$ cat src/design/dq_pkg.sv
// shared types, sizes and codes for the double ended queue
// depends on nothing; used by every module in the design folder
package dq_pkg;

	// ring size and derived widths
	localparam int DEPTH  = 16;
	localparam int IDX_W  = (DEPTH > 1) ? $clog2(DEPTH) : 1;
	localparam int CNT_W  = $clog2(DEPTH + 1);
	localparam int DATA_W = 32;
	localparam int CMD_W  = 3;
	localparam int POS_W  = 4;
	localparam int STAT_W = 2;

	// command codes
	localparam logic [CMD_W-1:0] CMD_PUSH_FRONT = 3'd0;
	localparam logic [CMD_W-1:0] CMD_PUSH_BACK  = 3'd1;
	localparam logic [CMD_W-1:0] CMD_POP_FRONT  = 3'd2;
	localparam logic [CMD_W-1:0] CMD_POP_BACK   = 3'd3;
	localparam logic [CMD_W-1:0] CMD_SEARCH     = 3'd4;
	localparam logic [CMD_W-1:0] CMD_READ_IDX   = 3'd5;
	localparam logic [CMD_W-1:0] CMD_WRITE_IDX  = 3'd6;
	localparam logic [CMD_W-1:0] CMD_CLEAR      = 3'd7;

	// status codes
	localparam logic [STAT_W-1:0] ST_OK    = 2'd0;
	localparam logic [STAT_W-1:0] ST_EMPTY = 2'd1;
	localparam logic [STAT_W-1:0] ST_RANGE = 2'd2;
	localparam logic [STAT_W-1:0] ST_FULL  = 2'd3;

	// ring port request from the sequencer
	typedef struct packed {
		logic                     we;
		logic [IDX_W-1:0]         waddr;
		logic signed [DATA_W-1:0] wdata;
		logic [IDX_W-1:0]         raddr;
	} ring_req_t;

	// one result beat
	typedef struct packed {
		logic signed [DATA_W-1:0] read_value;
		logic                     found;
		logic [STAT_W-1:0]        status;
		logic [CNT_W-1:0]         item_total;
	} result_t;

endpackage

$ cat src/design/dq_ring.sv
// ring storage: one write port, one read port with registered read data
// depends on dq_pkg
module dq_ring
	import dq_pkg::*;
(
	input  logic                     clk,
	input  ring_req_t                req,
	output logic signed [DATA_W-1:0] rd_data
);

	logic signed [DATA_W-1:0] mem_q [DEPTH];

	// write port
	always_ff @(posedge clk) begin
		if (req.we) begin
			mem_q[req.waddr] <= req.wdata;
		end
	end

	// read port, data registered
	always_ff @(posedge clk) begin
		rd_data <= mem_q[req.raddr];
	end

endmodule

$ cat src/design/dq_seq.sv
// sequencer: front and count registers, shared slot adder and compare unit
// depends on dq_pkg; drives the ring request of dq_ring
module dq_seq
	import dq_pkg::*;
(
	input  logic                     clk,
	input  logic                     arst_n,
	input  logic                     in_valid,
	output logic                     in_stall,
	input  logic [CMD_W-1:0]         command,
	input  logic signed [DATA_W-1:0] data_value,
	input  logic [POS_W-1:0]         position,
	output ring_req_t                ring_req,
	input  logic signed [DATA_W-1:0] rd_data,
	output logic                     res_valid,
	input  logic                     res_take,
	output result_t                  res
);

	localparam logic [1:0] S_IDLE = 2'd0;
	localparam logic [1:0] S_READ = 2'd1;
	localparam logic [1:0] S_SRCH = 2'd2;
	localparam logic [1:0] S_DONE = 2'd3;

	localparam logic [CNT_W-1:0] CNT_FULL = CNT_W'(DEPTH);
	localparam logic [IDX_W-1:0] IDX_LAST = IDX_W'(DEPTH - 1);

	logic [1:0]               state_q;
	logic [IDX_W-1:0]         front_q;
	logic [CNT_W-1:0]         count_q;
	logic [CNT_W-1:0]         idx_q;
	logic                     cmp_v_q;
	logic signed [DATA_W-1:0] val_q;
	result_t                  res_q;

	logic             accept;
	logic             full;
	logic             empty;
	logic             pos_bad;
	logic [CNT_W-1:0] off;
	logic [CNT_W-1:0] sum;
	logic [IDX_W-1:0] slot;
	logic [IDX_W-1:0] front_dec;
	logic [IDX_W-1:0] front_inc;
	logic             hit;

	assign accept  = in_valid && (state_q == S_IDLE);
	assign full    = (count_q == CNT_FULL);
	assign empty   = (count_q == '0);
	assign pos_bad = (32'(position) >= 32'(count_q));
	assign hit     = cmp_v_q && (rd_data == val_q);

	assign front_dec = (front_q == '0) ? IDX_LAST : front_q - 1'b1;
	assign front_inc = (front_q == IDX_LAST) ? '0 : front_q + 1'b1;

	// offset into the ring, chosen by command or by the search walk
	always_comb begin
		off = '0;
		if (state_q == S_SRCH) begin
			off = idx_q;
		end else begin
			unique case (command)
				CMD_PUSH_BACK:  off = count_q;
				CMD_POP_BACK:   off = count_q - 1'b1;
				CMD_READ_IDX,
				CMD_WRITE_IDX:  off = CNT_W'(position);
				default:        off = '0;
			endcase
		end
	end

	// shared slot adder with wrap
	assign sum  = CNT_W'(front_q) + off;
	assign slot = (sum >= CNT_FULL) ? IDX_W'(sum - CNT_FULL) : IDX_W'(sum);

	// ring request
	always_comb begin
		ring_req.we    = 1'b0;
		ring_req.waddr = slot;
		ring_req.wdata = data_value;
		ring_req.raddr = slot;
		if (accept) begin
			unique case (command)
				CMD_PUSH_FRONT: begin
					ring_req.we    = !full;
					ring_req.waddr = front_dec;
				end
				CMD_PUSH_BACK:  ring_req.we = !full;
				CMD_WRITE_IDX:  ring_req.we = !empty && !pos_bad;
				default:        ring_req.we = 1'b0;
			endcase
		end
	end

	// sequencer and queue state
	always_ff @(posedge clk or negedge arst_n) begin
		if (!arst_n) begin
			state_q <= S_IDLE;
			front_q <= '0;
			count_q <= '0;
			idx_q   <= '0;
			cmp_v_q <= 1'b0;
			val_q   <= '0;
			res_q   <= '0;
		end else begin
			unique case (state_q)
				S_IDLE: begin
					if (accept) begin
						val_q                <= data_value;
						res_q.read_value     <= '0;
						res_q.found          <= 1'b0;
						res_q.status         <= ST_OK;
						res_q.item_total     <= count_q;
						state_q              <= S_DONE;
						unique case (command)
							CMD_PUSH_FRONT, CMD_PUSH_BACK: begin
								if (full) begin
									res_q.status <= ST_FULL;
								end else begin
									if (command == CMD_PUSH_FRONT) begin
										front_q <= front_dec;
									end
									count_q          <= count_q + 1'b1;
									res_q.item_total <= count_q + 1'b1;
								end
							end
							CMD_POP_FRONT, CMD_POP_BACK: begin
								if (empty) begin
									res_q.status <= ST_EMPTY;
								end else begin
									if (command == CMD_POP_FRONT) begin
										front_q <= front_inc;
									end
									count_q          <= count_q - 1'b1;
									res_q.item_total <= count_q - 1'b1;
									state_q          <= S_READ;
								end
							end
							CMD_SEARCH: begin
								idx_q   <= '0;
								cmp_v_q <= 1'b0;
								state_q <= S_SRCH;
							end
							CMD_READ_IDX, CMD_WRITE_IDX: begin
								if (empty) begin
									res_q.status <= ST_EMPTY;
								end else if (pos_bad) begin
									res_q.status <= ST_RANGE;
								end else if (command == CMD_READ_IDX) begin
									state_q <= S_READ;
								end
							end
							CMD_CLEAR: begin
								front_q          <= '0;
								count_q          <= '0;
								res_q.item_total <= '0;
							end
						endcase
					end
				end
				S_READ: begin
					res_q.read_value <= rd_data;
					state_q          <= S_DONE;
				end
				S_SRCH: begin
					// compare the entry read last cycle, else fetch the next
					if (hit) begin
						res_q.found <= 1'b1;
						cmp_v_q     <= 1'b0;
						state_q     <= S_DONE;
					end else if (idx_q >= count_q) begin
						cmp_v_q <= 1'b0;
						state_q <= S_DONE;
					end else begin
						idx_q   <= idx_q + 1'b1;
						cmp_v_q <= 1'b1;
					end
				end
				S_DONE: begin
					if (res_take) begin
						state_q <= S_IDLE;
					end
				end
			endcase
		end
	end

	assign in_stall  = (state_q != S_IDLE);
	assign res_valid = (state_q == S_DONE);
	assign res       = res_q;

endmodule

$ cat src/design/double_ended_queue_top.sv
// Bounded double ended queue of signed 32-bit values held in a 16-entry ring.
// One command is worked on at a time and in_stall stays high meanwhile. Pop and read
// by index wait for the registered ring read; search walks the stored items one per
// cycle through the single ring read port and stops early on a hit. The result beat
// enters the output register as the sequencer returns to idle, before the next
// command can be taken.
// The output register lets a new command be accepted while a result beat waits.
// depends on dq_pkg, dq_ring, dq_seq
module double_ended_queue_top
	import dq_pkg::*;
(
	input  logic                     clk,
	input  logic                     arst_n,
	input  logic                     in_valid,
	output logic                     in_stall,
	input  logic [CMD_W-1:0]         command,
	input  logic signed [DATA_W-1:0] data_value,
	input  logic [POS_W-1:0]         position,
	output logic                     out_valid,
	input  logic                     out_stall,
	output logic signed [DATA_W-1:0] read_value,
	output logic                     found,
	output logic [STAT_W-1:0]        status,
	output logic [CNT_W-1:0]         item_total
);

	ring_req_t                ring_req;
	logic signed [DATA_W-1:0] rd_data;
	logic                     res_valid;
	logic                     res_take;
	result_t                  res;
	logic                     out_valid_q;
	result_t                  out_q;

	dq_ring u_ring (
		.clk     (clk),
		.req     (ring_req),
		.rd_data (rd_data)
	);

	dq_seq u_seq (
		.clk        (clk),
		.arst_n     (arst_n),
		.in_valid   (in_valid),
		.in_stall   (in_stall),
		.command    (command),
		.data_value (data_value),
		.position   (position),
		.ring_req   (ring_req),
		.rd_data    (rd_data),
		.res_valid  (res_valid),
		.res_take   (res_take),
		.res        (res)
	);

	// output register for the result beat
	assign res_take = !out_valid_q || !out_stall;

	always_ff @(posedge clk or negedge arst_n) begin
		if (!arst_n) begin
			out_valid_q <= 1'b0;
			out_q       <= '0;
		end else if (res_valid && res_take) begin
			out_valid_q <= 1'b1;
			out_q       <= res;
		end else if (!out_stall) begin
			out_valid_q <= 1'b0;
		end
	end

	assign out_valid  = out_valid_q;
	assign read_value = out_q.read_value;
	assign found      = out_q.found;
	assign status     = out_q.status;
	assign item_total = out_q.item_total;

	// the block goes busy right after taking a command
	a_busy_after_accept: assert property (@(posedge clk) disable iff (!arst_n)
		in_valid && !in_stall |=> in_stall)
		else $error("command accepted while not going busy");

	// count never exceeds the ring size
	a_total_bound: assert property (@(posedge clk) disable iff (!arst_n)
		out_valid |-> item_total <= CNT_W'(DEPTH))
		else $error("item total above capacity");

	// full status only reported with a full ring
	a_full_total: assert property (@(posedge clk) disable iff (!arst_n)
		out_valid && status == ST_FULL |-> item_total == CNT_W'(DEPTH))
		else $error("full status with room left");

	// a hit only comes with ok status and no read value
	a_found_ok: assert property (@(posedge clk) disable iff (!arst_n)
		out_valid && found |-> status == ST_OK && read_value == '0)
		else $error("found set on a non search result");

endmodule

$ cat config.mk
export PLATFORM = sky130hd
export DESIGN_NAME = double_ended_queue_top
export DESIGN_NICKNAME = d
export VERILOG_FILES = /design/src/design/dq_pkg.sv /design/src/design/dq_ring.sv /design/src/design/dq_seq.sv /design/src/design/double_ended_queue_top.sv
export SDC_FILE = /design/constraint.sdc
export NUM_CORES = 1
export LEC_CHECK = 0
export BUFFER_PORTS_ARGS = -buffer_cell sky130_fd_sc_hd__buf_2
export CAP_MARGIN = 25
export CORE_ASPECT_RATIO = 1.75
export CORE_MARGIN = 5
export CORE_UTILIZATION = 55
export DETAILED_ROUTE_END_ITERATION = 12
export GPL_TIMING_DRIVEN = 0
export HOLD_SLACK_MARGIN = 0.15
export PLACE_DENSITY = 0.72
export SETUP_SLACK_MARGIN = 0.2
export SLEW_MARGIN = 25
export SYNTH_ARGS = -nofsm -noshare
export SYNTH_HDL_FRONTEND = slang
export SYNTH_HIERARCHICAL = 1
export SYNTH_SLANG_ARGS = --single-unit
$ cat constraint.sdc
create_clock -name clk -period 13.4 [get_ports clk]
set_input_delay 3.35 -clock clk [delete_from_list [all_inputs] [get_ports clk]]
set_output_delay 3.35 -clock clk [all_outputs]
set_load 0.1 [all_outputs]
== Word-level counts from Yosys, hierarchy flattened ==
Memory sizes are Yosys's and may differ from the RTL's. A register that Yosys moved wholly into a read port is not among the register bits.
Cells that the tools add are included.
Word-level totals
  output and inout port bits: 42
  bits in latches: 0
  memory bits (writable): 512
  logic and storage cells: 127
  bits in registers: 125
  memories: 1
  bits in read-only memories: 0
Memories
  u_ring.mem_q: depth 16, width 32, read ports 1, clocked after memory_dff 1, write ports 1, RTL line dq_ring.sv:11  | logic signed [DATA_W-1:0] mem_q [DEPTH];
Cells by class
  reduce and logical (&&, ||, !) cells: 28
  multipliers: 0
  $add $sub $neg: 7
  equal/unequal tests: 25
  divide/modulo/power cells: 0
  $lt $le $gt $ge: 3
  shift operators: 0
  bitwise gates (word level): 0
  muxes and demuxes: 49
Operators with widths (count)
  32-bit one-hot mux with 2 select lines: 1
  40-bit two-way mux: 1
  5-bit two-way mux: 8
  32-bit equality test: 1
  4-bit two-way mux: 8
  5-bit one-hot mux with 3 select lines: 2
  2-bit two-way mux: 11
  3-bit equality test (second input constant): 4
  2-bit by 1-bit != test with 1-bit output (second input constant): 6
  2-bit one-hot mux with 3 select lines: 2
  4-bit one-hot mux with 3 select lines: 1
  5-bit by 1-bit adder with 5-bit output (second input constant): 2
  1-bit two-way mux: 10
  2-bit != test (second input constant): 5
  5-bit one-hot mux with 2 select lines: 1
  3-bit AND reduction: 3
  2-bit one-hot mux with 4 select lines: 1
  4-bit by 1-bit subtractor with 4-bit output (second input constant): 2
  7-bit AND reduction: 1
  3-bit by 2-bit equality test with 1-bit output (second input constant): 2
  1-bit one-hot mux with 2 select lines: 3
  2-bit nonzero test: 3
  2-bit OR reduction: 3
  4-bit by 5-bit adder with 5-bit output: 1
  other kinds (21): 30

== Longest topological paths before layout ==
  depth in word-level cells: 11
  gate-level depth with buffers: 16

== By module ==
The synthesis kept the hierarchy.
By module, submodules not included
  dq_ring: cells an instance 838, area each 19835.3 µm², seq. area each 16015.4 µm², instances 1
  dq_seq: cells an instance 475, area each 5043.6 µm², seq. area each 2102.0 µm², instances 1
  double_ended_queue_top: cells an instance 88, area each 1565.3 µm², seq. area each 1026.0 µm², instances 1

== Worst setup path after synthesis ==
OpenSTA, ideal clock, no wires.
  path kind: in2reg
  start point: in command[1]
  end point: mem u_ring.mem_q[0][0] (enable)
  arrival time: 8.049 ns
  stages: 14
  slack: 4.890 ns
  required time: 12.939 ns
  path buffers: 2
  cell sequence: buf_2 > buf_2 > nor2_1 > a21oi_1 > a32oi_1 > o21ai_0 > ha_1 > a21o_1 > a21oi_1 > xor2_1 > xnor2_1 > mux2_1 > or3b_2 > nor3_1
RTL lines
  start, declared: RTL line double_ended_queue_top.sv:16  | input logic [CMD_W-1:0] command,
  end, declared: RTL line dq_ring.sv:11

==> flow_summary.yaml <==
run_status:
  status: "finished clean"
cts:
  clock_path_buffers: 3
  insertion_delay_ns: 0.58
  path_clk_slew_ns: 0.07
  cts_num_sinks: 669
  cts_max_level: 2
  numCtsBuffers: 56
  cts_tree: "yes"
  cts_resized: 0
  cts_hold_buf: 0
  root_buffer: "clkbuf_16"
  cts_setup_buffers: 0
power_and_ir_drop:
  p_switching_mw: 2.88
  combPwrFrac: 0.426
  power.leakage_nw: 10.7
  power_density_nw_per_um2: 248
  irDropWorstVdd_v: 0.000158
  pwr-share-clk: 0.220
  intPower_mw: 4.64
  seqPwrFrac: 0.354
  total_power_mw: 7.51
  swShare: 0.383
grt:
  antenna_found_initial: 0
  overflow: 0
  grt_start_max_net_pins: 84
  grt_usage: 0.243
  grt_pass1_vias: 14778
  grt_pass1_wl_mm: 94.5
timing:
  rsz0062_at_grt: "no"
  final.period_utilization: 0.548
  fin_tns_setup_ns: 0
  hold_ws_ns: 0.479
  fin_crit_ns: 7.34
  timing.fmax_ghz: 0.136
  finClkSkew_ns: 0.0123
  relSlewSlack: 0.328
  setup_viol_count_final: 0
  drv_slew: 0
  hold_viol: 0
  max_slew.worst_pin.slew_ns: 1.01
final_layout:
  finalNonFillerCells: 2223
  final_cell_mix: "edfxtp_1 (512), mux4_2 (128), dfrtp_1 (125)"
  final_common_cell: "edfxtp_1"
  area_growth_pct: 14.6
  antennaDiodeCount: 0
  drive_above_1_share: 0.322
  nets: 1649
critical_path:
  required_ns: 13.69
  path_class: "in2reg"
  crit_start: "command[1]"
  reg2reg_to: "u_ring/mem_q[0][4]$_DFFE_PP_"
  crit_end: "u_ring/mem_q[0][4]$_DFFE_PP_"
  worstRegToRegCells: 17
  r2r_setup_slack_ns: 8.38
  crit_path_start_kind: "input pin"
  crit_arrival_ns: 7.63
  cp-end-kind: "flip-flop"
  worstPathMaxFanout: 10
placement:
  dpl.cell_count: 2119
  gp_congestion: 0.866
  portBuffers: 83
  dpl.hpwl_mm: 42.5
detailed_routing:
  wl_met2_mm: 33.3
  wl_met3_mm: 4.30
  drc_errors: 0
  firstDrtPassIters: 7
  vias: 14165
  wire_per_inst_um: 28.7
  detail-route-antenna-nets: 0
  finalWirelength_mm: 63.8
  routed.top_layer: "met4"
  drt_iter0_drc: 1442
  viasPerCell: 6.37
  wl_met1_mm: 22.8
floorplan:
  dieArea_um2: 52700
  ioPinCount: 85
  die_w_um: 176
  core-area_um2: 47700
  start_util: 0.554
  rows: 106
  die_h_um: 300
synthesis:
  syn_nets: 1467
  synthArstFlopShare: 0.187
  synth_seq_cells: 669
  syn-cell-area_um2: 26400
  yosys_warnings: 6
  ys_seq_area_frac: 0.724
  netlist-cell-type-count: 73
  synth_area_per_cell_um2: 18.9
  synth_edf_count: 512
  synth_ff_type: "edfxtp_1"
  synthCells: 1401
job:
  maxCapViolations: 0
min_path:
  min_path_type: "reg2reg"
-- worst min path at each step --
| stage | from | endpoint | slack, ns | depth (start not counted) |
|---|---|---|---|---|
| finish | u_seq/res[6]$_DFFE_PN0P_ | u_seq/res[6]$_DFFE_PN0P_ | 0.48 | 2 |
| global route | u_ring/rd_data[5]$_DFF_P_ | u_seq/res[13]$_DFFE_PN0P_ | 0.51 | 1 |
| CTS | u_seq/res[6]$_DFFE_PN0P_ | u_seq/res[6]$_DFFE_PN0P_ | 0.49 | 2 |
| detailed placement | u_ring/rd_data[19]$_DFF_P_ | u_seq/res[27]$_DFFE_PN0P_ | 0.47 | 1 |
| global placement | u_seq/res[5]$_DFFE_PN0P_ | u_seq/res[5]$_DFFE_PN0P_ | 0.46 | 2 |
| floorplan | u_seq/res[5]$_DFFE_PN0P_ | u_seq/res[5]$_DFFE_PN0P_ | 0.44 | 2 |
-- stage by stage --
stage	util	setup slack, ns	cell area (µm²)
after detailed placement	0.595	5.50	28400
final	0.635	6.06	30300
after global routing	0.635	5.87	30300
after floorplan	-	4.89	26400
after global placement	0.578	1.54	27600
after CTS	0.635	6.10	30300
-- state kept, by name, indices dropped and copies added (netlist names), named ones only --
name	flops
item_total	5
u_seq/res	35
u_ring/mem_q	512
read_value	32
u_seq/cmp_v_q	1
u_seq/val_q	32
u_seq/front_q	4
found	1
status	2
u_ring/rd_data	32
u_seq/idx_q	5
out_valid	1
u_seq/state_q	2
-- layer usage --
layer  vias to the layer above  track usage
met2                       711        0.421
met1                      7385        0.309
met5                         -            0
met4                         0        0.113
met3                       150       0.0294
li1                       5919            -
-- power groups by stage --
stage                     combinational (mW)  sequential, mW  clock (mW)
after floorplan                         1.92            3.01           0
after global placement                  3.10            2.70           0
after detailed placement                3.20            2.71           0
after CTS                               3.22            2.66        1.68
after global routing                    3.38            2.69        1.76
final                                   3.20            2.66        1.65
-- critical path, cell delays in order --
cell     delay [ns]
buf_2          0.13
buf_2          0.25
xor2_1         0.38
a32oi_1        0.16
o21ai_0        0.27
ha_1           0.28
a21o_1         0.15
a21oi_1        0.16
xor2_1         0.18
xnor2_1        0.18
mux2_1         0.38
or3b_2         0.59
nor3_2         0.33
buf_4          0.24
buf_6          0.16
buf_4          0.19
buf_4          0.22
-- final cells by class --
| cell class | count | area (µm²) |
|---|---|---|
| Fill cell | 3210 | 17400 |
| Clock buffer | 74 | 1620 |
| Inverter | 23 | 86.3 |
| Tap cell | 594 | 743 |
| Multi-Input combinational cell | 608 | 6730 |
| Clock inverter | 30 | 262 |
| Sequential cell | 669 | 19100 |
| Timing Repair Buffer | 124 | 1120 |
| Buffer | 101 | 596 |
-- kinds of logic (layout without fill, tap and decap cells) --
group / count (synthesis) / count (layout) / synth area share
multiplexers: 211 / 211 / 0.145
AO/OA/AOI/OAI: 182 / 182 / 0.0517
XOR/XNOR: 34 / 34 / 0.0113
AND/OR/NAND/NOR: 158 / 158 / 0.0315
adder cells (fa/ha/maj): 23 / 23 / 0.0112
flip-flops: 669 / 669 / 0.724
buffers and inverters: 124 / 352 / 0.0258
-- synthesized netlist by cell type, drive strengths merged (3+ instances only) --
master,count,area share
nand3,9,0.0017
a22oi,66,0.019
o22ai,6,0.0014
a32oi,3,0.00099
nand4,6,0.0017
o21ai,20,0.0038
clkbuf,27,0.0038
a31oi,5,0.0018
nor2,29,0.0042
nor2b,7,0.0017
nor3,7,0.0018
nand2,61,0.0087
inv,23,0.0033
nor4,4,0.0019
buf,74,0.019
a21boi,3,0.0013
ha,22,0.010
o31ai,5,0.0016
dfrtp,125,0.12
or2,3,0.00071
a21oi,20,0.0038
mux4,128,0.11
and2,5,0.0012
nand2b,13,0.0031
edfxtp,512,0.58
mux2i,6,0.0023
a21o,3,0.00085
nor3b,3,0.0017
mux2,77,0.033
xor2,6,0.0020
dfxtp,32,0.024
a22o,34,0.011
xnor2,28,0.0093
and3,4,0.00095
No activity file was read; power rests on OpenSTA's default activity.
